`config.mk`:
```
export PLATFORM = sky130hd
export DESIGN_NAME = hdcspe_ctrl
export DESIGN_NICKNAME = d
export VERILOG_FILES = /design/src/hw/rtl/hdcspe_pkg.sv /design/src/hw/rtl/hdcspe_ctrl.sv
export SDC_FILE = /design/constraint.sdc
export NUM_CORES = 1
export LEC_CHECK = 0
export ABC_AREA = 1
export BUFFER_PORTS_ARGS = -buffer_cell sky130_fd_sc_hd__buf_4
export CAP_MARGIN = 10
export CORE_AREA = 2 2 39 41
export DETAILED_ROUTE_END_ITERATION = 6
export DIE_AREA = 0 0 41 43
export MAX_ROUTING_LAYER = met4
export PLACE_DENSITY_LB_ADDON = 0.2
export SETUP_SLACK_MARGIN = 0.1
export SYNTH_ARGS = -nofsm -noshare
export SYNTH_HDL_FRONTEND = slang
export SYNTH_SLANG_ARGS = --single-unit
```
`constraint.sdc`:
```
create_clock -name clk -period 2.6 [get_ports clk]
set_input_delay 0.13 -clock clk [delete_from_list [all_inputs] [get_ports clk]]
set_output_delay 0.13 -clock clk [all_outputs]
set_load 0.005 [all_outputs]
```
`src/hw/rtl/hdcspe_pkg.sv`:
```
// Shared package for the sequence page encoder.
// Holds the operation codes, controller states, command/status structs and defaults.
// No dependencies.
`default_nettype none

package hdcspe_pkg;

    localparam int DIMENSIONS_DEFAULT = 2048;
    localparam int SYMBOLS_DEFAULT    = 64;
    localparam int LANES              = 64;
    localparam int CNT_W              = 4;
    localparam int WIDX_W             = 5;
    localparam logic [CNT_W-1:0] POOL_SIZE_RESET = 4'd5;

    typedef enum logic [1:0] {
        OP_LOAD_ITEM = 2'd0,
        OP_LOAD_RUN  = 2'd1,
        OP_ENCODE    = 2'd2,
        OP_FLUSH     = 2'd3
    } op_t;

    typedef enum logic [1:0] {
        ST_IDLE,
        ST_ENC,
        ST_ENC_END,
        ST_EMIT
    } state_t;

    typedef struct packed {
        logic              accept;
        logic              enc_rd;
        logic              fill_inc;
        logic              emit_rd;
        logic              pool_clear;
        logic [WIDX_W-1:0] word;
    } cmd_t;

    typedef struct packed {
        op_t  op;
        logic sym_ok;
        logic fill_nonzero;
        logic fill_reach;
        logic emit_slot;
        logic emit_busy;
    } status_t;

endpackage

`default_nettype wire

```
`src/hw/rtl/hdcspe_ctrl.sv`:
```
// Controller state machine of the sequence page encoder.
// Sequences request acceptance, the encode word walk and page emission.
// Depends on hdcspe_pkg.
`default_nettype none

module hdcspe_ctrl #(
    parameter int WORDS = 32
) (
    input  wire logic              clk,
    input  wire logic              rst_n,
    input  wire logic              in_valid,
    output logic                   in_stall,
    input  wire hdcspe_pkg::status_t status,
    output hdcspe_pkg::cmd_t       cmd
);

    localparam int IW = (WORDS > 1) ? $clog2(WORDS) : 1;
    localparam logic [IW-1:0] LAST_WORD = IW'(WORDS - 1);

    hdcspe_pkg::state_t state_reg, state_next;
    logic [IW-1:0]      word_reg, word_next;
    logic               open;
    logic               take;
    logic               at_last;

    assign open    = (state_reg == hdcspe_pkg::ST_IDLE) && !status.emit_busy;
    assign take    = in_valid && open;
    assign at_last = (word_reg == LAST_WORD);

    always_ff @(posedge clk or negedge rst_n)
    begin
        if (!rst_n)
        begin
            state_reg <= hdcspe_pkg::ST_IDLE;
            word_reg  <= '0;
        end
        else
        begin
            state_reg <= state_next;
            word_reg  <= word_next;
        end
    end

    always_comb
    begin
        state_next = state_reg;
        unique case (state_reg)
            hdcspe_pkg::ST_IDLE:
            begin
                if (take)
                begin
                    if (status.op == hdcspe_pkg::OP_ENCODE && status.sym_ok)
                        state_next = hdcspe_pkg::ST_ENC;
                    else if (status.op == hdcspe_pkg::OP_FLUSH && status.fill_nonzero)
                        state_next = hdcspe_pkg::ST_EMIT;
                end
            end
            hdcspe_pkg::ST_ENC:
            begin
                if (at_last)
                    state_next = hdcspe_pkg::ST_ENC_END;
            end
            hdcspe_pkg::ST_ENC_END:
            begin
                state_next = status.fill_reach ? hdcspe_pkg::ST_EMIT : hdcspe_pkg::ST_IDLE;
            end
            hdcspe_pkg::ST_EMIT:
            begin
                if (status.emit_slot && at_last)
                    state_next = hdcspe_pkg::ST_IDLE;
            end
            default:
            begin
                state_next = hdcspe_pkg::ST_IDLE;
            end
        endcase
    end

    always_comb
    begin
        word_next = word_reg;
        unique case (state_reg)
            hdcspe_pkg::ST_ENC:
                word_next = at_last ? '0 : word_reg + 1'b1;
            hdcspe_pkg::ST_EMIT:
            begin
                if (status.emit_slot)
                    word_next = at_last ? '0 : word_reg + 1'b1;
            end
            default:
                word_next = '0;
        endcase
    end

    always_comb
    begin
        in_stall       = !open;
        cmd.accept     = take;
        cmd.enc_rd     = (state_reg == hdcspe_pkg::ST_ENC);
        cmd.fill_inc   = (state_reg == hdcspe_pkg::ST_ENC_END);
        cmd.emit_rd    = (state_reg == hdcspe_pkg::ST_EMIT) && status.emit_slot;
        cmd.pool_clear = (state_reg == hdcspe_pkg::ST_EMIT) && status.emit_slot && at_last;
        cmd.word       = hdcspe_pkg::WIDX_W'(word_reg);
    end

endmodule

`default_nettype wire

```
# After elaboration in Yosys (flattened, before gate mapping)
# Index checks and enable logic that the tools add are counted.
[totals]
elab_cells = 35
out_inout_bits = 11
in_bits = 10
regBits = 7
[classes]
addsub = 1
reduce_logical = 11
n_eq_ne = 11
n_mux = 10
[op_table]
columns = ["op", "count"]
rows = [
  ["$mux W2", 6],
  ["$mux W5", 2],
  ["$pmux W5 S2", 1],
  ["$eq A2 B2 Y1 const B", 4],
  ["$pmux W2 S4", 1],
  ["$logic_and A1 B1 Y1", 7],
  ["$ne A2 B2 Y1 const B", 3],
  ["$add A5 B1 Y5 const B", 1],
  ["$eq A5 B5 Y1 const B", 1],
  ["$reduce_and A4 Y1", 1],
  ["$ne A3 B1 Y1 const B", 1],
  ["$eq A2 B1 Y1 const B", 1],
  ["$logic_not A1 Y1", 2],
  ["$logic_not A2 Y1", 1],
  ["$ne A2 B1 Y1 const B", 1],
]

# Longest topological paths before layout
# Gate-level depths: netlist of the first run.
[depth]
word_depth = 6
depth_mapped = 8
ltp_nobuf = 8

# Least setup slack after synthesis of the first run
# OpenSTA, ideal clock, no wires.
[synth_timing]
kind = "flip-flop to flip-flop"
start = "reg word_reg[0]"
end = "reg word_reg[2]"
n_path_buf = 0
stages_incl_launch_ff = 9
t_arrival_ns = 1.411
setup_time_ns = 0.063
required_time_ns = 2.537
slack_ns = 1.126
path_cell_list = "dfrtp_1 > ha_1 > nand2_1 > nor2_1 > ha_1 > nor2_4 > a21oi_2 > or2_1 > inv_1"
[synth_between]
elab_chain_cells = 4
[synth_rtl]
columns = ["item", "line_no", "rtl"]
rows = [
  ["start: declaration", "hdcspe_ctrl.sv:21", "logic [IW-1:0] word_reg, word_next;"],
  ["start signal: assignment", "hdcspe_ctrl.sv:40", "word_reg <= word_next;"],
  ["$add A5 B1 Y5 / $eq A5 B5 Y1 (equally long branches)", "hdcspe_ctrl.sv:84, hdcspe_ctrl.sv:88, hdcspe_ctrl.sv:28", ""],
  ["$mux W5 *", "hdcspe_ctrl.sv:84, hdcspe_ctrl.sv:88", ""],
  ["$mux W5", "hdcspe_ctrl.sv:87", "if (status.emit_slot)"],
  ["$pmux W5 S2 *", "hdcspe_ctrl.sv:82", "unique case (state_reg)"],
]
# Mark *: on every way between the ends. The rest lies on a longest branch, timed or not. The select of a mux whose other input is x is not followed.
# A chain may end at the register's enable or synchronous reset.

==> metrics.cfg, run 1 <==
[outcome]
outcome=completed

[synthesis]
synth_common_cells=11 x nand2_1, 10 x inv_1, 9 x nand3_1
ys_seq_area_share_pct=35.1
synth_area_leaders=dfrtp_1 35%, nand3_1 9.0%, nand2_1 8.3%
synth_largest_area_cell=dfrtp_1
netlist_instances=67
synth_nets=80
synth_warnings=0
synth.distinct_cells=19
yosysMostFrequentCell=nand2_1
yosys.area.top_type_share_pct=35.1
synth_edf_count=0
ys_async_sr_fraction_pct=100
netlist_area_um2=499
ys_ff_latch=7
avgSynthCellArea_um2=7.45
ys.flop_type=dfrtp_1

[critical_path]
r2r_cells=8
cp_num_buf_inv=1
critPathCaptureType=primary output
critical_path_class=flop to primary output
cp_slowest_cell=dfrtp_1
crit_path_cell_trace=ha_1 > nand2_1 > nor2_1 > ha_1 > nand2_1 > nor2_1 > buf_4
critPathRequiredTime_ns=2.47
cp_top_family=adder cells
critPathMaxFanout=4
reg2reg_from=word_reg[1]
timing.rr.end=state_reg[1]
crit_arrival_ns=1.59
r2r_slack_ns=1.02
start_kind=flop
slowest_delay_ns=0.38

[power]
p_per_area_nw_per_um2=606
ir_drop_mv=0.256
p_leak_nw=0.385

[run]
max_cap_viol_count=0

[clock_tree]
clk_pin_slew_ns=0.05
htree_levels=1
post-cts-setup-buffer-count=0
root_buffer=clkbuf_4
cts_tree=built
clockBufferDepth=2
clock_latency_ns=0.26
cts.sink_count=7
cts_buffers=3

[place]
dpl.cell_count=101
dp_hpwl_um=848
place_congestion=0.747
io_buffers=20

[layout]
area_delta_synth_final_pct=38.3
n_antenna_cell=0
fin_cells=106
drive_gt1_share_pct=32.2
largest_reg_flops=5
layout.nets=104

[worst_hold_path]
hp-start=status[1]
min_path_cells=4
hold_path.class=input pin to flop
hold_end=word_reg[1]

[global_routing]
grt_pass1_vias=437
grt-ovfl-total=0
antenna_found_initial=0
grt_pass1_wl_um=1730
grt.total_usage_pct=15.5
grt_max_degree=10

[drt]
ant_nets=0
wl_per_cell_um=9.68
firstDrtPassIters=3
initialDrtViolationCount=6
drcViolationCount=0
via_count=500
drt-total-wl_um=1030
via_per_inst=4.72

[floorplan]
rows=14
placeableCoreArea_um2=1380
dieArea_um2=1760
dieWidth_um=41
initial_utilization_pct=36.1
dieHeight_um=43
io_pins=21

[timing]
drv_slew=0
relSlewSlack_pct=77.5
holdWs_ns=0.168
tightest_slew_ns=0.337
hold_viol=0
grt_setup_unrepaired=no
period_share_pct=66.1
skew_ns=0.000348
finalSetupTns_ns=0
setup_violations=0
finalCriticalPeriod_ns=1.72
fmax_mhz=582

==> worst max path at each step <==
stage,end,slack [ns],startpoint,cells past startpoint
detailed placement,state_reg[1],0.98,word_reg[0],8
CTS,cmd[5],0.85,word_reg[0],7
floorplan,word_reg[2],1.13,word_reg[0],8
finish,cmd[5],0.88,word_reg[1],7
global placement,word_reg[2],1.07,word_reg[0],8
global route,cmd[5],0.72,word_reg[0],7
==> through the flow <==
step                      total power (W)  setup slack [ns]  instance area, um^2  utilization (%)
after global routing             0.000458             0.725                  691             49.9
after CTS                        0.000426             0.851                  691             49.9
after detailed placement         0.000323             0.984                  654             47.3
final                            0.000418             0.882                  691             49.9
after global placement           0.000321              1.07                  654             47.3
after floorplan                  0.000259              1.13                  499                -
==> repair_timing <==
item | in CTS | in global routing
endpoints found under the hold margin | 7 | 0
gates resized for setup | 0 | 0
hold buffers | 1 | 0
==> worst min-delay path, cell delays in order <==
cell and delay [ns]:
buf_4 0.11, nor2_4 0.05, nand2_1 0.05, nand2_1 0.04
==> per-layer routing <==
layer / share of wire [%] / track usage (%) / up-vias
li1: - / - / 257
met2: 44 / 20.3 / 18
met5: 0 / - / -
met1: 46 / 18.8 / 220
met4: 4.7 / 14.0 / 0
met3: 5.7 / 3.14 / 5
==> power by group <==
group          internal, W  switching, W  leakage, nW
Sequential        0.000127     0.0000301       0.0957
Clock            0.0000587     0.0000417       0.0150
Combinational    0.0000793     0.0000820        0.274
==> cell type report <==
cell class                      count  area (um^2)
Fill cell                         141          693
Multi-Input combinational cell     47          268
Sequential cell                     7          175
Timing Repair Buffer               21          160
Inverter                           11         41.3
Clock buffer                        4         26.3
Tap cell                           16         20.0
==> cells in the final DEF (no fill, tap or decap) <==
cell type      count
dlygate4sd3_1      1
clkbuf_4           3
nand2_2            1
inv_2              1
a21oi_2            1
o22ai_1            1
nand3_2            1
buf_4             20
clkbuf_1           1
o21ai_0            3
ha_1               3
inv_1             10
nand3b_1           1
o21bai_1           1
nand2_1           11
nor2_1             8
nand3_1            9
nor2_4             2
or2_1              1
dfrtp_1            7
a21oi_1            3
xor2_1             1
==> cells by family after synthesis <==
kind of cell,Yosys count,share of synthesized area (%)
and+or+nand+nor,34,33.8
buffers and inverters,13,11.3
adders and majority gates,3,7.52
DFF,7,35.1
AOI/OAI and AO/OA,9,10.5
xor gates and xnor gates,1,1.75
(Power assumes the default switching activity.)
==> run 2: changes to the inputs <==
==> constraint.sdc (replaced) <==
create_clock -name clk -period 1.4 [get_ports clk]
set_input_delay 0.07 -clock clk [delete_from_list [all_inputs] [get_ports clk]]
set_output_delay 0.07 -clock clk [all_outputs]
set_load 0.005 [all_outputs]
==> metrics.cfg, run 2 (same netlist as run 1, synthesis figures left out) <==
[timing]
drv_slew=0
finalSetupTns_ns=-0.319
hold_viol=0
period_share_pct=106
fin_ws_ns=-0.0853
relSlewSlack_pct=82.6
holdWs_ns=0.117
grt_setup_unrepaired=yes
setup_violations=5
skew_ns=0.00109
finalCriticalPeriod_ns=1.49
fmax_mhz=673
tightest_slew_ns=0.261

[place]
dpl.cell_count=103
place_congestion=0.738
dp_hpwl_um=813
io_buffers=20

[clock_tree]
clock_latency_ns=0.24
cts_buffers=3
root_buffer=clkbuf_4
cts_tree=built
htree_levels=1
clk_pin_slew_ns=0.05
clockBufferDepth=2
cts.sink_count=7

[power]
ir_drop_mv=0.586
p_leak_nw=0.414
totalPowerFinal_w=0.000823
p_per_area_nw_per_um2=1040

[floorplan]
io_pins=21
placeableCoreArea_um2=1380
dieWidth_um=41
rows=14
dieHeight_um=43
initial_utilization_pct=36.1
dieArea_um2=1760

[layout]
largest_reg_flops=5
layout.nets=111
drive_gt1_share_pct=46.4
fin_cells=113
area_delta_synth_final_pct=58.4
final_cell_mix=26 x buf_4, 10 x inv_1, 10 x nand2_1
final_common_cell=buf_4
n_antenna_cell=0

[run]
max_cap_viol_count=0

[critical_path]
r2r_cells=8
critPathMaxFanout=2
slowest_delay_ns=0.38
cp_slowest_cell=dfrtp_1
critPathRequiredTime_ns=1.56
critPathCaptureType=flop
crit_arrival_ns=1.65
start_kind=flop
critical_path_class=flop to flop
r2r_slack_ns=-0.09
crit_path_cell_trace=ha_2 > nand2_2 > nor2_4 > buf_4 > buf_4 > ha_2 > nand3b_1 > o22ai_1
timing.rr.end=word_reg[3]
reg2reg_from=word_reg[1]

[global_routing]
grt_max_degree=10
antenna_found_initial=0
grt.total_usage_pct=14.3
grt_pass1_vias=421
grt_pass1_wl_um=1680
grt-ovfl-total=0

[drt]
drt-total-wl_um=1070
drcViolationCount=0
wl_per_cell_um=9.46
initialDrtViolationCount=2
ant_nets=0
via_count=524
firstDrtPassIters=4
via_per_inst=4.64

[worst_hold_path]
hold_end=word_reg[4]
hp-start=status[1]
hold_path.class=input pin to flop
min_path_cells=4

[outcome]
outcome=finished with violations
violations=setup timing

run 2: critical path, delay by kind of cell (launching register included):
kind / cells / cell delay, ns
flops: 1 / 0.38
simple gates: 3 / 0.30
buf+inv: 2 / 0.25
compound gates: 1 / 0.13
fa+ha+maj: 2 / 0.35
run 2: routing by layer:
metal | global-route usage [%] | up-vias | share of wire (%)
met5 | - | - | 0
met3 | 3.14 | 2 | 5.9
li1 | - | 275 | -
met4 | 6.00 | 0 | 0.84
met2 | 20.6 | 22 | 47
met1 | 18.7 | 225 | 46
run 2: per-stage QoR:
step / instance area (um^2) / util, % / setup WS, ns
2_1_floorplan: 509 / - / 0.0216
6_report: 791 / 57.1 / -0.0853
5_1_grt: 791 / 57.1 / -0.171
4_1_cts: 746 / 53.9 / -0.0963
3_5_place_dp: 679 / 49.1 / -0.0291
3_3_place_gp: 679 / 49.1 / 0.0129
run 2: where the power goes:
| part | total, W | internal [W] | switching [W] |
|---|---|---|---|
| registers | 0.000294 | 0.000237 | 0.0000575 |
| clock network | 0.000181 | 0.000109 | 0.0000722 |
| logic | 0.000348 | 0.000182 | 0.000166 |
| total | 0.000823 | 0.000527 | 0.000295 |
run 2: worst max-delay path by stage:
stage / slack, ns / end / from / cells past startpoint
final: -0.09 / word_reg[3] / word_reg[1] / 8
after global routing: -0.17 / word_reg[2] / word_reg[1] / 9
after CTS: -0.1 / word_reg[2] / word_reg[1] / 9
after detailed placement: -0.03 / state_reg[1] / word_reg[1] / 8
after global placement: 0.01 / state_reg[1] / word_reg[1] / 8
after floorplan: 0.02 / state_reg[1] / word_reg[1] / 8
run 2: cell type report:
class,count,area [um^2]
multi-input combinational,47,310
inverter,11,41.3
timing repair buffer,28,216
clock buffer,4,26.3
fill,132,593
tap,16,20.0
sequential,7,176
run 2: repair_timing:
item / in CTS / in global routing
gates resized for setup: 4 / 6
setup buffers: 3 / 2
hold buffers: 1 / 0
pin swaps: 6 / 6
endpoints found under the hold margin: 7 / 0
setup endpoints to repair: 6 / 9
